[src/rtl/rcfbt_pkg.sv]
package rcfbt_pkg;

   localparam int DATA_W  = 8;
   localparam int BLANK_W = 8;
   localparam int LEN_W   = 11;

   localparam int DEF_MAX_FIELD_LEN = 255;
   localparam int DEF_MAX_ROW_BYTES = 1024;

   // Depth of the queue between the classifier and the length accumulator.
   localparam int QUEUE_DEPTH = 4;

   localparam logic [DATA_W-1:0] BLANK_CHAR = 8'h20;
   localparam logic [DATA_W-1:0] NUL_CHAR   = 8'h00;

   // One classified result on its way to the back end.
   typedef struct packed {
      logic [DATA_W-1:0]  out_byte;
      logic [BLANK_W-1:0] blanks_before;
      logic               row_end;
   } entry_type;

endpackage

[src/rtl/rcfbt_req_if.sv]
interface rcfbt_req_if;
   logic                       valid;
   logic                       ready;
   logic [rcfbt_pkg::DATA_W-1:0] data_byte;
   logic                       is_char_field;
   logic                       field_last;
   logic                       row_last;

   modport source (output valid, output data_byte, output is_char_field,
                   output field_last, output row_last, input ready);
   modport sink   (input valid, input data_byte, input is_char_field,
                   input field_last, input row_last, output ready);
endinterface

[src/rtl/rcfbt_rsp_if.sv]
interface rcfbt_rsp_if;
   logic                          valid;
   logic                          ready;
   logic [rcfbt_pkg::DATA_W-1:0]  out_byte;
   logic [rcfbt_pkg::BLANK_W-1:0] blanks_before;
   logic                          row_end;
   logic [rcfbt_pkg::LEN_W-1:0]   row_length;

   modport source (output valid, output out_byte, output blanks_before,
                   output row_end, output row_length, input ready);
   modport sink   (input valid, input out_byte, input blanks_before,
                   input row_end, input row_length, output ready);
endinterface

[src/rtl/record_char_field_blank_trimmer_top.sv]
// A byte that yields a result is written into the queue as it transfers in, and from there
// it moves into the output register, which drives it onto rsp_chan until it transfers out.
// Bytes that only add to a held blank run yield nothing.
// Throughput: one byte per cycle while the queue has room, set by classifier and adder.
// Reset (synchronous, active high) empties the queue and output register, clears the
// blank count, zero flag and row length, and sets compress_enable to 1.
module record_char_field_blank_trimmer_top #(
   parameter int MAX_FIELD_LEN = rcfbt_pkg::DEF_MAX_FIELD_LEN,
   parameter int MAX_ROW_BYTES = rcfbt_pkg::DEF_MAX_ROW_BYTES
) (
   input  logic        clock,
   input  logic        reset,
   rcfbt_req_if.sink   req_chan,
   rcfbt_rsp_if.source rsp_chan,
   input  logic        csr_we,
   input  logic        csr_wdata
);
   import rcfbt_pkg::*;

   // The front end classifies each byte as it is transferred in. It owns the
   // per-field state (held blank count and the zero-byte flag) and the enable
   // register, and it pushes an entry only for bytes that produce a result.
   // Its ready depends only on the queue having room.
   logic      push, pop, not_empty, full;
   entry_type push_entry, head_entry;

   rcfbt_front #(
      .MAX_FIELD_LEN (MAX_FIELD_LEN)
   ) u_front (
      .clock      (clock),
      .reset      (reset),
      .req_chan   (req_chan),
      .csr_we     (csr_we),
      .csr_wdata  (csr_wdata),
      .queue_full (full),
      .push       (push),
      .push_entry (push_entry)
   );

   // A short queue decouples the two halves, so a stalled result channel
   // does not stop input transfers until the queue fills.
   rcfbt_queue #(
      .DEPTH (QUEUE_DEPTH)
   ) u_queue (
      .clock      (clock),
      .reset      (reset),
      .push       (push),
      .push_entry (push_entry),
      .pop        (pop),
      .not_empty  (not_empty),
      .full       (full),
      .head_entry (head_entry)
   );

   // The back end keeps the running compressed row length, saturating it,
   // and holds each result in an output register. It pops a new entry
   // whenever that register is empty or being drained in the same cycle.
   rcfbt_back #(
      .MAX_ROW_BYTES (MAX_ROW_BYTES)
   ) u_back (
      .clock      (clock),
      .reset      (reset),
      .not_empty  (not_empty),
      .head_entry (head_entry),
      .pop        (pop),
      .rsp_chan   (rsp_chan)
   );

endmodule

[src/rtl/rcfbt_front.sv]
module rcfbt_front #(
   parameter int MAX_FIELD_LEN = rcfbt_pkg::DEF_MAX_FIELD_LEN
) (
   input  logic                 clock,
   input  logic                 reset,
   rcfbt_req_if.sink            req_chan,
   input  logic                 csr_we,
   input  logic                 csr_wdata,
   input  logic                 queue_full,
   output logic                 push,
   output rcfbt_pkg::entry_type push_entry
);
   import rcfbt_pkg::*;

   localparam logic [BLANK_W-1:0] MaxBlanks = BLANK_W'(MAX_FIELD_LEN);

   logic               compress_enable_ff;
   logic [BLANK_W-1:0] pending_blanks_ff, pending_blanks_in;
   logic               zero_seen_ff, zero_seen_in;
   logic               accept, is_char, row_last, field_end, emit;

   assign req_chan.ready = !queue_full;
   assign accept         = req_chan.valid && !queue_full;
   assign is_char        = req_chan.is_char_field && compress_enable_ff;
   assign row_last       = req_chan.row_last;
   assign field_end      = req_chan.field_last || row_last;

   always_comb begin
      emit              = 1'b0;
      push_entry        = '0;
      push_entry.row_end = row_last;
      pending_blanks_in = pending_blanks_ff;
      zero_seen_in      = zero_seen_ff;
      if (!is_char) begin
         emit                     = 1'b1;
         push_entry.out_byte      = req_chan.data_byte;
         push_entry.blanks_before = pending_blanks_ff;
         pending_blanks_in        = '0;
         zero_seen_in             = 1'b0;
      end else begin
         priority if (zero_seen_ff) begin
            emit = field_end;
         end else if (req_chan.data_byte == NUL_CHAR) begin
            zero_seen_in = 1'b1;
            emit         = field_end;
         end else if (req_chan.data_byte == BLANK_CHAR) begin
            if (pending_blanks_ff < MaxBlanks) begin
               pending_blanks_in = pending_blanks_ff + 1'b1;
            end
            emit = field_end;
         end else begin
            emit                     = 1'b1;
            push_entry.out_byte      = req_chan.data_byte;
            push_entry.blanks_before = pending_blanks_ff;
            pending_blanks_in        = '0;
         end
         // A field end with a zero, a blank or an earlier zero leaves a lone
         // terminator, which the defaults above already describe.
         if (field_end) begin
            pending_blanks_in = '0;
            zero_seen_in      = 1'b0;
         end
      end
   end

   assign push = accept && emit;

   always_ff @(posedge clock) begin
      if (reset) begin
         compress_enable_ff <= 1'b1;
         pending_blanks_ff  <= '0;
         zero_seen_ff       <= 1'b0;
      end else begin
         if (csr_we) begin
            compress_enable_ff <= csr_wdata;
         end
         if (accept) begin
            pending_blanks_ff <= pending_blanks_in;
            zero_seen_ff      <= zero_seen_in;
         end
      end
   end

endmodule

[src/rtl/rcfbt_queue.sv]
module rcfbt_queue #(
   parameter int DEPTH = rcfbt_pkg::QUEUE_DEPTH
) (
   input  logic                 clock,
   input  logic                 reset,
   input  logic                 push,
   input  rcfbt_pkg::entry_type push_entry,
   input  logic                 pop,
   output logic                 not_empty,
   output logic                 full,
   output rcfbt_pkg::entry_type head_entry
);
   import rcfbt_pkg::*;

   localparam int PtrW = (DEPTH > 1) ? $clog2(DEPTH) : 1;
   localparam int CntW = $clog2(DEPTH + 1);

   entry_type         slots_ff [DEPTH];
   logic [PtrW-1:0]   wr_ptr_ff, rd_ptr_ff;
   logic [CntW-1:0]   count_ff;

   function automatic logic [PtrW-1:0] next_ptr(input logic [PtrW-1:0] ptr);
      logic [PtrW-1:0] result;
      if (ptr == PtrW'(DEPTH - 1)) begin
         result = '0;
      end else begin
         result = ptr + 1'b1;
      end
      return result;
   endfunction

   assign not_empty  = (count_ff != '0);
   assign full       = (count_ff == CntW'(DEPTH));
   assign head_entry = slots_ff[rd_ptr_ff];

   always_ff @(posedge clock) begin
      if (push) begin
         slots_ff[wr_ptr_ff] <= push_entry;
      end
   end

   always_ff @(posedge clock) begin
      if (reset) begin
         wr_ptr_ff <= '0;
         rd_ptr_ff <= '0;
         count_ff  <= '0;
      end else begin
         if (push) begin
            wr_ptr_ff <= next_ptr(wr_ptr_ff);
         end
         if (pop) begin
            rd_ptr_ff <= next_ptr(rd_ptr_ff);
         end
         unique case ({push, pop})
            2'b10:   count_ff <= count_ff + 1'b1;
            2'b01:   count_ff <= count_ff - 1'b1;
            default: count_ff <= count_ff;
         endcase
      end
   end

endmodule

[src/rtl/rcfbt_back.sv]
module rcfbt_back #(
   parameter int MAX_ROW_BYTES = rcfbt_pkg::DEF_MAX_ROW_BYTES
) (
   input  logic                 clock,
   input  logic                 reset,
   input  logic                 not_empty,
   input  rcfbt_pkg::entry_type head_entry,
   output logic                 pop,
   rcfbt_rsp_if.source          rsp_chan
);
   import rcfbt_pkg::*;

   localparam int CntW = $clog2(MAX_ROW_BYTES + 1);
   localparam int SumW = CntW + BLANK_W + 1;

   logic [CntW-1:0]    bytes_out_ff, bytes_out_in;
   logic [SumW-1:0]    sum, sat_sum;
   logic               rsp_valid_ff;
   logic [DATA_W-1:0]  out_byte_ff;
   logic [BLANK_W-1:0] blanks_ff;
   logic               row_end_ff;
   logic [LEN_W-1:0]   row_length_ff, row_length_in;

   assign pop = not_empty && (!rsp_valid_ff || rsp_chan.ready);

   always_comb begin
      sum = SumW'(bytes_out_ff) + SumW'(head_entry.blanks_before) + SumW'(1);
      if (sum > SumW'(MAX_ROW_BYTES)) begin
         sat_sum = SumW'(MAX_ROW_BYTES);
      end else begin
         sat_sum = sum;
      end
      bytes_out_in  = head_entry.row_end ? '0 : CntW'(sat_sum);
      row_length_in = head_entry.row_end ? sat_sum[LEN_W-1:0] : '0;
   end

   always_ff @(posedge clock) begin
      if (reset) begin
         bytes_out_ff <= '0;
         rsp_valid_ff <= 1'b0;
      end else begin
         if (pop) begin
            bytes_out_ff <= bytes_out_in;
            rsp_valid_ff <= 1'b1;
         end else if (rsp_chan.ready) begin
            rsp_valid_ff <= 1'b0;
         end
      end
   end

   always_ff @(posedge clock) begin
      if (pop) begin
         out_byte_ff   <= head_entry.out_byte;
         blanks_ff     <= head_entry.blanks_before;
         row_end_ff    <= head_entry.row_end;
         row_length_ff <= row_length_in;
      end
   end

   assign rsp_chan.valid         = rsp_valid_ff;
   assign rsp_chan.out_byte      = out_byte_ff;
   assign rsp_chan.blanks_before = blanks_ff;
   assign rsp_chan.row_end       = row_end_ff;
   assign rsp_chan.row_length    = row_length_ff;

endmodule

[src/flat_wrapper.sv]
// flat-port wrapper written by rule: the top's interface ports become plain ports
module record_char_field_blank_trimmer_top_flat import rcfbt_pkg::*;
#(
   parameter int MAX_FIELD_LEN = rcfbt_pkg::DEF_MAX_FIELD_LEN,
   parameter int MAX_ROW_BYTES = rcfbt_pkg::DEF_MAX_ROW_BYTES
)
  (clock, reset, csr_we, csr_wdata, req_chan_valid, req_chan_data_byte, req_chan_is_char_field, req_chan_field_last, req_chan_row_last, req_chan_ready, rsp_chan_valid, rsp_chan_out_byte, rsp_chan_blanks_before, rsp_chan_row_end, rsp_chan_row_length, rsp_chan_ready);
  rcfbt_req_if req_chan_i ();
  rcfbt_rsp_if rsp_chan_i ();
  input  logic clock;
  input  logic reset;
  input  logic csr_we;
  input  logic csr_wdata;
  input wire logic [$bits(req_chan_i.valid)-1:0] req_chan_valid;
  input wire logic [$bits(req_chan_i.data_byte)-1:0] req_chan_data_byte;
  input wire logic [$bits(req_chan_i.is_char_field)-1:0] req_chan_is_char_field;
  input wire logic [$bits(req_chan_i.field_last)-1:0] req_chan_field_last;
  input wire logic [$bits(req_chan_i.row_last)-1:0] req_chan_row_last;
  output wire logic [$bits(req_chan_i.ready)-1:0] req_chan_ready;
  output wire logic [$bits(rsp_chan_i.valid)-1:0] rsp_chan_valid;
  output wire logic [$bits(rsp_chan_i.out_byte)-1:0] rsp_chan_out_byte;
  output wire logic [$bits(rsp_chan_i.blanks_before)-1:0] rsp_chan_blanks_before;
  output wire logic [$bits(rsp_chan_i.row_end)-1:0] rsp_chan_row_end;
  output wire logic [$bits(rsp_chan_i.row_length)-1:0] rsp_chan_row_length;
  input wire logic [$bits(rsp_chan_i.ready)-1:0] rsp_chan_ready;
  assign req_chan_i.valid = req_chan_valid;
  assign req_chan_i.data_byte = req_chan_data_byte;
  assign req_chan_i.is_char_field = req_chan_is_char_field;
  assign req_chan_i.field_last = req_chan_field_last;
  assign req_chan_i.row_last = req_chan_row_last;
  assign req_chan_ready = req_chan_i.ready;
  assign rsp_chan_valid = rsp_chan_i.valid;
  assign rsp_chan_out_byte = rsp_chan_i.out_byte;
  assign rsp_chan_blanks_before = rsp_chan_i.blanks_before;
  assign rsp_chan_row_end = rsp_chan_i.row_end;
  assign rsp_chan_row_length = rsp_chan_i.row_length;
  assign rsp_chan_i.ready = rsp_chan_ready;
  record_char_field_blank_trimmer_top #(.MAX_FIELD_LEN(MAX_FIELD_LEN), .MAX_ROW_BYTES(MAX_ROW_BYTES)) u_core (.clock(clock), .reset(reset), .req_chan(req_chan_i), .rsp_chan(rsp_chan_i), .csr_we(csr_we), .csr_wdata(csr_wdata));
endmodule
[config.mk]
export PLATFORM = sky130hd
export DESIGN_NAME = record_char_field_blank_trimmer_top_flat
export DESIGN_NICKNAME = d
export VERILOG_FILES = /design/src/rtl/rcfbt_pkg.sv /design/src/rtl/rcfbt_req_if.sv /design/src/rtl/rcfbt_rsp_if.sv /design/src/rtl/record_char_field_blank_trimmer_top.sv /design/src/rtl/rcfbt_front.sv /design/src/rtl/rcfbt_queue.sv /design/src/rtl/rcfbt_back.sv /design/src/flat_wrapper.sv
export SDC_FILE = /design/constraint.sdc
export NUM_CORES = 1
export LEC_CHECK = 0
export BUFFER_PORTS_ARGS = -buffer_cell sky130_fd_sc_hd__buf_2
export CAP_MARGIN = 20
export CORE_MARGIN = 2
export CORE_UTILIZATION = 64
export DETAILED_ROUTE_END_ITERATION = 8
export PLACE_DENSITY = 0.85
export SLEW_MARGIN = 0
export SYNTH_ARGS = -nofsm -noshare
export SYNTH_HDL_FRONTEND = slang
export SYNTH_HIERARCHICAL = 1
export SYNTH_SLANG_ARGS = --single-unit
[constraint.sdc]
create_clock -name clock -period 5.32 [get_ports clock]
set_clock_uncertainty 0.2 [all_clocks]
set_input_delay 1.064 -clock clock [delete_from_list [all_inputs] [get_ports clock]]
set_output_delay 1.064 -clock clock [all_outputs]
set_load 0.005 [all_outputs]
* Word level (Yosys, flattened, before mapping)
Memories as Yosys holds them, arrays and structs flattened. A register that Yosys moved wholly into a read port is not among the register bits.
Cells that the tools add are included.
** Word-level totals
- Bits in registers :: 57
- RAM bits :: 68
- Input port bits :: 17
- Output and inout bits :: 30
- Logic and storage cells :: 73
- Memories :: 1
** Memories
- u_core.u_queue.slots_ff :: depth 4, bits a word 17, read ports 1, clocked after memory_dff 1, write ports 1, RTL line rcfbt_queue.sv:18 : entry_type slots_ff [DEPTH];
** Operators by class
- Add/sub/neg operators :: 7
- Order comparisons :: 2
- Equal/unequal tests :: 9
- Mux-type cells :: 29
- Reduce and logical (&&, ||, !) cells :: 13
** Operator list (count)
- 2-to-1 mux 16 bit :: 4
- 2-to-1 mux 8 bit :: 6
- 2-to-1 mux 11 bit :: 2
- adder 12 x 1 -> 13 bit, second input constant :: 1
- greater-than comparator 13 x 11 -> 1 bit, second input constant :: 1
- adder 11 x 8 -> 12 bit :: 1
- 2-to-1 mux 1 bit :: 12
- adder 8 x 1 -> 8 bit, second input constant :: 1
- equality test 8 x 6 -> 1 bit, second input constant :: 1
- logical NOT 8 bit :: 1
- < comparator 8 bit, second input constant :: 1
- 2-to-1 mux 2 bit :: 4
- equality test 2 bit, second input constant :: 3
- case mux 3 bit (2 select lines) :: 1
- adder 2 x 1 -> 2 bit, second input constant :: 2
- logical AND 1 bit :: 4
- != test 4 x 3 -> 1 bit, second input constant :: 1
- AND reduction 4 bit :: 1
- nonzero test 2 bit :: 2
- adder 3 x 1 -> 3 bit, second input constant :: 1
- equality test 3 bit, second input constant :: 1
- != test 3 x 2 -> 1 bit, second input constant :: 1
- != test 3 bit, second input constant :: 1
- nonzero test 3 bit :: 1
- other kinds (4) :: 6

* Longest topological paths before layout
- Depth after elaboration :: 8
- Depth in mapped cells :: 11
- Mapped depth without buffers :: 10

* Cells and area by module
Netlist, hierarchy kept.
** By module, submodules not included
- rcfbt_queue :: times used 1, cells an instance 133, area an instance 2932.8 um2, sequential area each 2222.1 um2
- rcfbt_back :: times used 1, cells an instance 162, area an instance 1894.3 um2, sequential area each 1081.0 um2
- rcfbt_front :: times used 1, cells an instance 91, area an instance 711.9 um2, sequential area each 200.2 um2

* Worst setup path before layout
OpenSTA, ideal clock, no wires.
- Path kind :: input to register
- From :: in rsp_chan_ready
- To :: reg u_core.u_queue.count_ff[2]
- Setup time :: 70 ps
- Arrival time :: 3120 ps
- Required time :: 5050 ps
- Path slack :: 1931 ps
- Stages :: 8
- Path buffers :: 0
- Cell sequence :: nand2b_1 -> nand2_1 -> inv_1 -> ha_1 -> fa_1 -> xnor2_1 -> or3_1 -> a21oi_1
** Between the ends
- Word-level cells in the longest chain between the ends :: 4
- Elaborated cells between the ends (all ways) :: 6
- Classes of those cells :: eq/ne (2); mux (1); reduce/logical (3)
** Ends and longest elaborated chain
- start, declared :: RTL line flat_wrapper.sv:25 : input wire logic [$bits(rsp_chan_i.ready)-1:0] rsp_chan_ready;
- logical OR 1 bit (*) :: RTL line rcfbt_back.sv:24 : assign pop = not_empty && (!rsp_valid_ff || rsp_chan.ready);
- logical AND 1 bit (*) :: RTL line rcfbt_back.sv:24
- via u_core.pop :: RTL line record_char_field_blank_trimmer_top.sv:24 : logic push, pop, not_empty, full;
- equality test 2 x 1 -> 1 bit or equality test 2 bit (tied branches) :: RTL line rcfbt_queue.sv:54 : unique case ({push, pop})
- case mux 3 bit (2 select lines) or nonzero test 2 bit (tied branches)
- end signal, assigned :: RTL line rcfbt_queue.sv:55 : 2'b10: count_ff <= count_ff + 1'b1;
- end signal, assigned :: RTL line rcfbt_queue.sv:56 : 2'b01: count_ff <= count_ff - 1'b1;
- end signal, assigned :: RTL line rcfbt_queue.sv:57 : default: count_ff <= count_ff;
- end, declared :: RTL line rcfbt_queue.sv:20 : logic [CntW-1:0] count_ff;
Mark *: on every way through the listed nets, which the timed path passes. The rest lies on a longest branch.
A chain may end at the register's enable or synchronous reset.

==> impl_metrics.tcl <==
set metrics [dict create \
    status "complete, no violations" \
    rsz0062_at_grt "false" \
    worst_path_dominant_cell_family "compound AO/OA/AOI/OAI gates" \
    synth_seq_area_share 0.6325 \
    final-setup-viol-count 0 \
    syn_area_mm2 0.005539 \
    worst_path_most_repeated_cell "inv_1" \
    antenna_found_initial 0 \
    cts_buffers 17 \
    drc 0 \
    path_clk_slew_ns 0.06 \
    core_area_mm2 0.008299 \
    ys_seq_elements 127 \
    die_width_um 97.03 \
    cts_max_level 4 \
    post_cts_buffers 0 \
    crit_buf_inv 2 \
    p_per_area_mw_per_mm2 565.2 \
    mostFrequentLayoutCell "edfxtp_1" \
    die_height_um 97.03 \
    place_ws_ns 1.547 \
    tns_ns 0 \
    rows 33 \
    antenna_left 0 \
    post-route-period-util 0.7226 \
    maxCapViolCount 0 \
    cp-start-kind "flip-flop" \
    slew_headroom 0.3645 \
    via_per_inst 6.387 \
    vdd.ir_drop.worst_mv 0.2826 \
    first_global_vias 3603 \
    rr_worst_depth 10 \
    synth-edff-count 96 \
    cp_data_required_time_ns 5.37 \
    syn_inst 386 \
    timing.rr.end "u_core/u_back/rsp_chan.row_length[9]" \
    grt_max_degree 33 \
    n_antenna_cell 0 \
    synth-async-reset-ratio 0 \
    worst_slew_pin_slew_ns 0.9533 \
    cp_max_fo 12 \
    start_util 0.6674 \
    ys.flop_type "edfxtp_1" \
    period_minus_slack_ns 3.844 \
    ctsResizeCount 0 \
    routedWlPerCell_um 20.78 \
    finalWirelength_mm 11.70 \
    synth_fp_nets 420 \
    worstSetupPathType "reg -> reg" \
    drive_gt1_frac 0.2227 \
    gp_congestion 0.9388 \
    worst_slack_ns 1.476 \
    finalNetCount 479 \
    worst-path-stages 10 \
    syn_to_final_growth_pct 16.42 \
    cts_hold_buffers 0 \
    crit_end "u_core/u_back/rsp_chan.row_length[9]" \
    cts.sinks 127 \
    port_buffers 46 \
    cts.root.buffer_cell "clkbuf_8" \
    grt_overflow 0 \
    ys_warn_count 6 \
    cts_tree "done" \
    synth_area_per_cell_um2 14.35 \
    drtIter0Drc 272 \
    hold_class "reg -> reg" \
    cp.arrival_ns 3.90 \
    endpoint_kind "flip-flop" \
    p_leak_uw 0.002335 \
    io_pins 47 \
    whs_path_depth 2 \
    cts_buffer_depth 2 \
    fmax_mhz 260.1 \
    die-area_mm2 0.009415 \
    ys_types 56 \
    grt_first_pass_wirelength_mm 18.77 \
    vias 3596 \
    grtUsageTotal 0.2625 \
    drtPass1Iterations 6 \
    cp_cell_sequence "mux4_1, inv_1, ha_1, inv_1, fa_1, a211oi_1, o21a_2, nor2_2, a31oi_4, nor2_1" \
    hold_viol 0 \
    layout_common_cells "edfxtp_1, buf_2, nor2_1" \
    crit_path_top_delay_cell "dfxtp_1" \
    dp_hpwl_mm 7.200 \
    r2r_slack_ns 1.48 \
    max_stage_delay_ns 0.82 \
    clock_latency_ns 0.53 \
    final-max-slew-violation-count 0 \
]
==> sequential cells by signal (all words and copies together), names as in the netlist, named ones only <==
register,flops
u_core/u_back/rsp_chan.out_byte,8
u_core/u_back/rsp_chan.row_end,1
u_core/u_back/rsp_chan.valid,1
u_core/u_queue/slots_ff,68
u_core/u_front/pending_blanks_ff,8
u_core/u_back/rsp_chan.blanks_before,8
u_core/u_queue/rd_ptr_ff,2
u_core/u_back/bytes_out_ff,11
u_core/u_front/zero_seen_ff,1
u_core/u_back/rsp_chan.row_length,11
u_core/u_queue/wr_ptr_ff,2
u_core/u_front/compress_enable_ff,1
u_core/u_queue/count_ff,3
==> routing by layer <==
metal  part of all wire  wire length, um  GRT usage  vias up
met5                  0                0          0        -
met3              0.062              722    0.07442       36
met1               0.39             4586     0.3188     1763
met2               0.52             6104     0.4514      186
met4              0.024              285    0.09209        0
li1                   -                -          -     1611
==> area by class of cell <==
type                       count  area, um2
inverter                      14      52.55
clock inverter                13      147.6
fill                         457       1851
timing repair buffer          48      245.2
multi-input combinational    237       1916
clock buffer                  19      452.9
tap                          105      131.4
sequential                   127       3503
==> through the flow <==
step	total power [uW]	cell area, um2	cells	hold WS, ns	util
floorplan	2155	5539	386	0.2292	-
global placement	2423	5848	531	0.2456	0.7047
detailed placement	2473	5848	531	0.2582	0.7047
CTS	3647	6449	563	0.2726	0.7770
global route	3826	6449	563	0.2898	0.7770
finish	3645	6449	563	0.2789	0.7770
==> cells in the mapped netlist (2+ instances only) <==
library cell,n,area share
buf_6,2,0.0041
a211oi_1,4,0.0054
ha_1,15,0.034
dfxtp_1,31,0.11
o211a_1,2,0.0036
and2_1,14,0.016
nand4_1,6,0.0068
clkbuf_1,2,0.0014
nor2_1,35,0.024
and3_1,3,0.0034
mux2i_1,3,0.0054
o22ai_1,3,0.0034
nand2b_1,7,0.0079
a21o_1,2,0.0027
o21a_1,3,0.0041
nand3_1,7,0.0063
buf_2,2,0.0018
edfxtp_1,96,0.52
xor2_1,6,0.0095
a21oi_1,12,0.011
mux4_1,7,0.033
mux4_2,10,0.041
xnor2_1,4,0.0063
nor3_1,2,0.0018
nor3b_1,4,0.0054
o21ai_0,7,0.0063
nor2b_1,10,0.011
or3_1,3,0.0034
fa_1,2,0.0072
inv_1,14,0.0095
nand2_1,22,0.015
a21oi_4,2,0.0059
a31oi_1,15,0.017
a32oi_1,2,0.0032
o31ai_1,6,0.0081
==> cells by family after synthesis <==
kind of cell | count (synthesis) | synth area share
DFF | 127 | 0.6325
and+or+nand+nor | 121 | 0.1159
AOI/OAI and AO/OA | 69 | 0.09374
buffers and inverters | 22 | 0.02169
muxes | 20 | 0.07929
adders and majority gates | 17 | 0.04111
xor gates and xnor gates | 10 | 0.01581
==> where the power goes <==
group	internal, uW	leakage [uW]	switching (uW)
Combinational	414	0.000909	619
Sequential	1350	0.00114	112
Clock	713	0.000283	434
==> worst reg2reg max path: stages (launching register included) <==
cell,delay [ns]
dfxtp_1,0.82
mux4_1,0.67
inv_1,0.08
ha_1,0.15
inv_1,0.05
fa_1,0.41
a211oi_1,0.44
o21a_2,0.27
nor2_2,0.09
a31oi_4,0.29
nor2_1,0.11
==> worst min-delay path by stage <==
stage,startpoint,end,slack [ns]
after floorplan,u_core/u_back/bytes_out_ff[3],u_core/u_back/bytes_out_ff[3],0.23
after global placement,u_core/u_back/bytes_out_ff[6],u_core/u_back/bytes_out_ff[6],0.25
after detailed placement,u_core/u_back/bytes_out_ff[6],u_core/u_back/bytes_out_ff[6],0.26
after CTS,u_core/u_back/bytes_out_ff[3],u_core/u_back/bytes_out_ff[3],0.27
after global routing,u_core/u_back/bytes_out_ff[4],u_core/u_back/bytes_out_ff[4],0.29
final,u_core/u_back/bytes_out_ff[6],u_core/u_back/bytes_out_ff[6],0.28
Power figures use the tool's default switching activity.
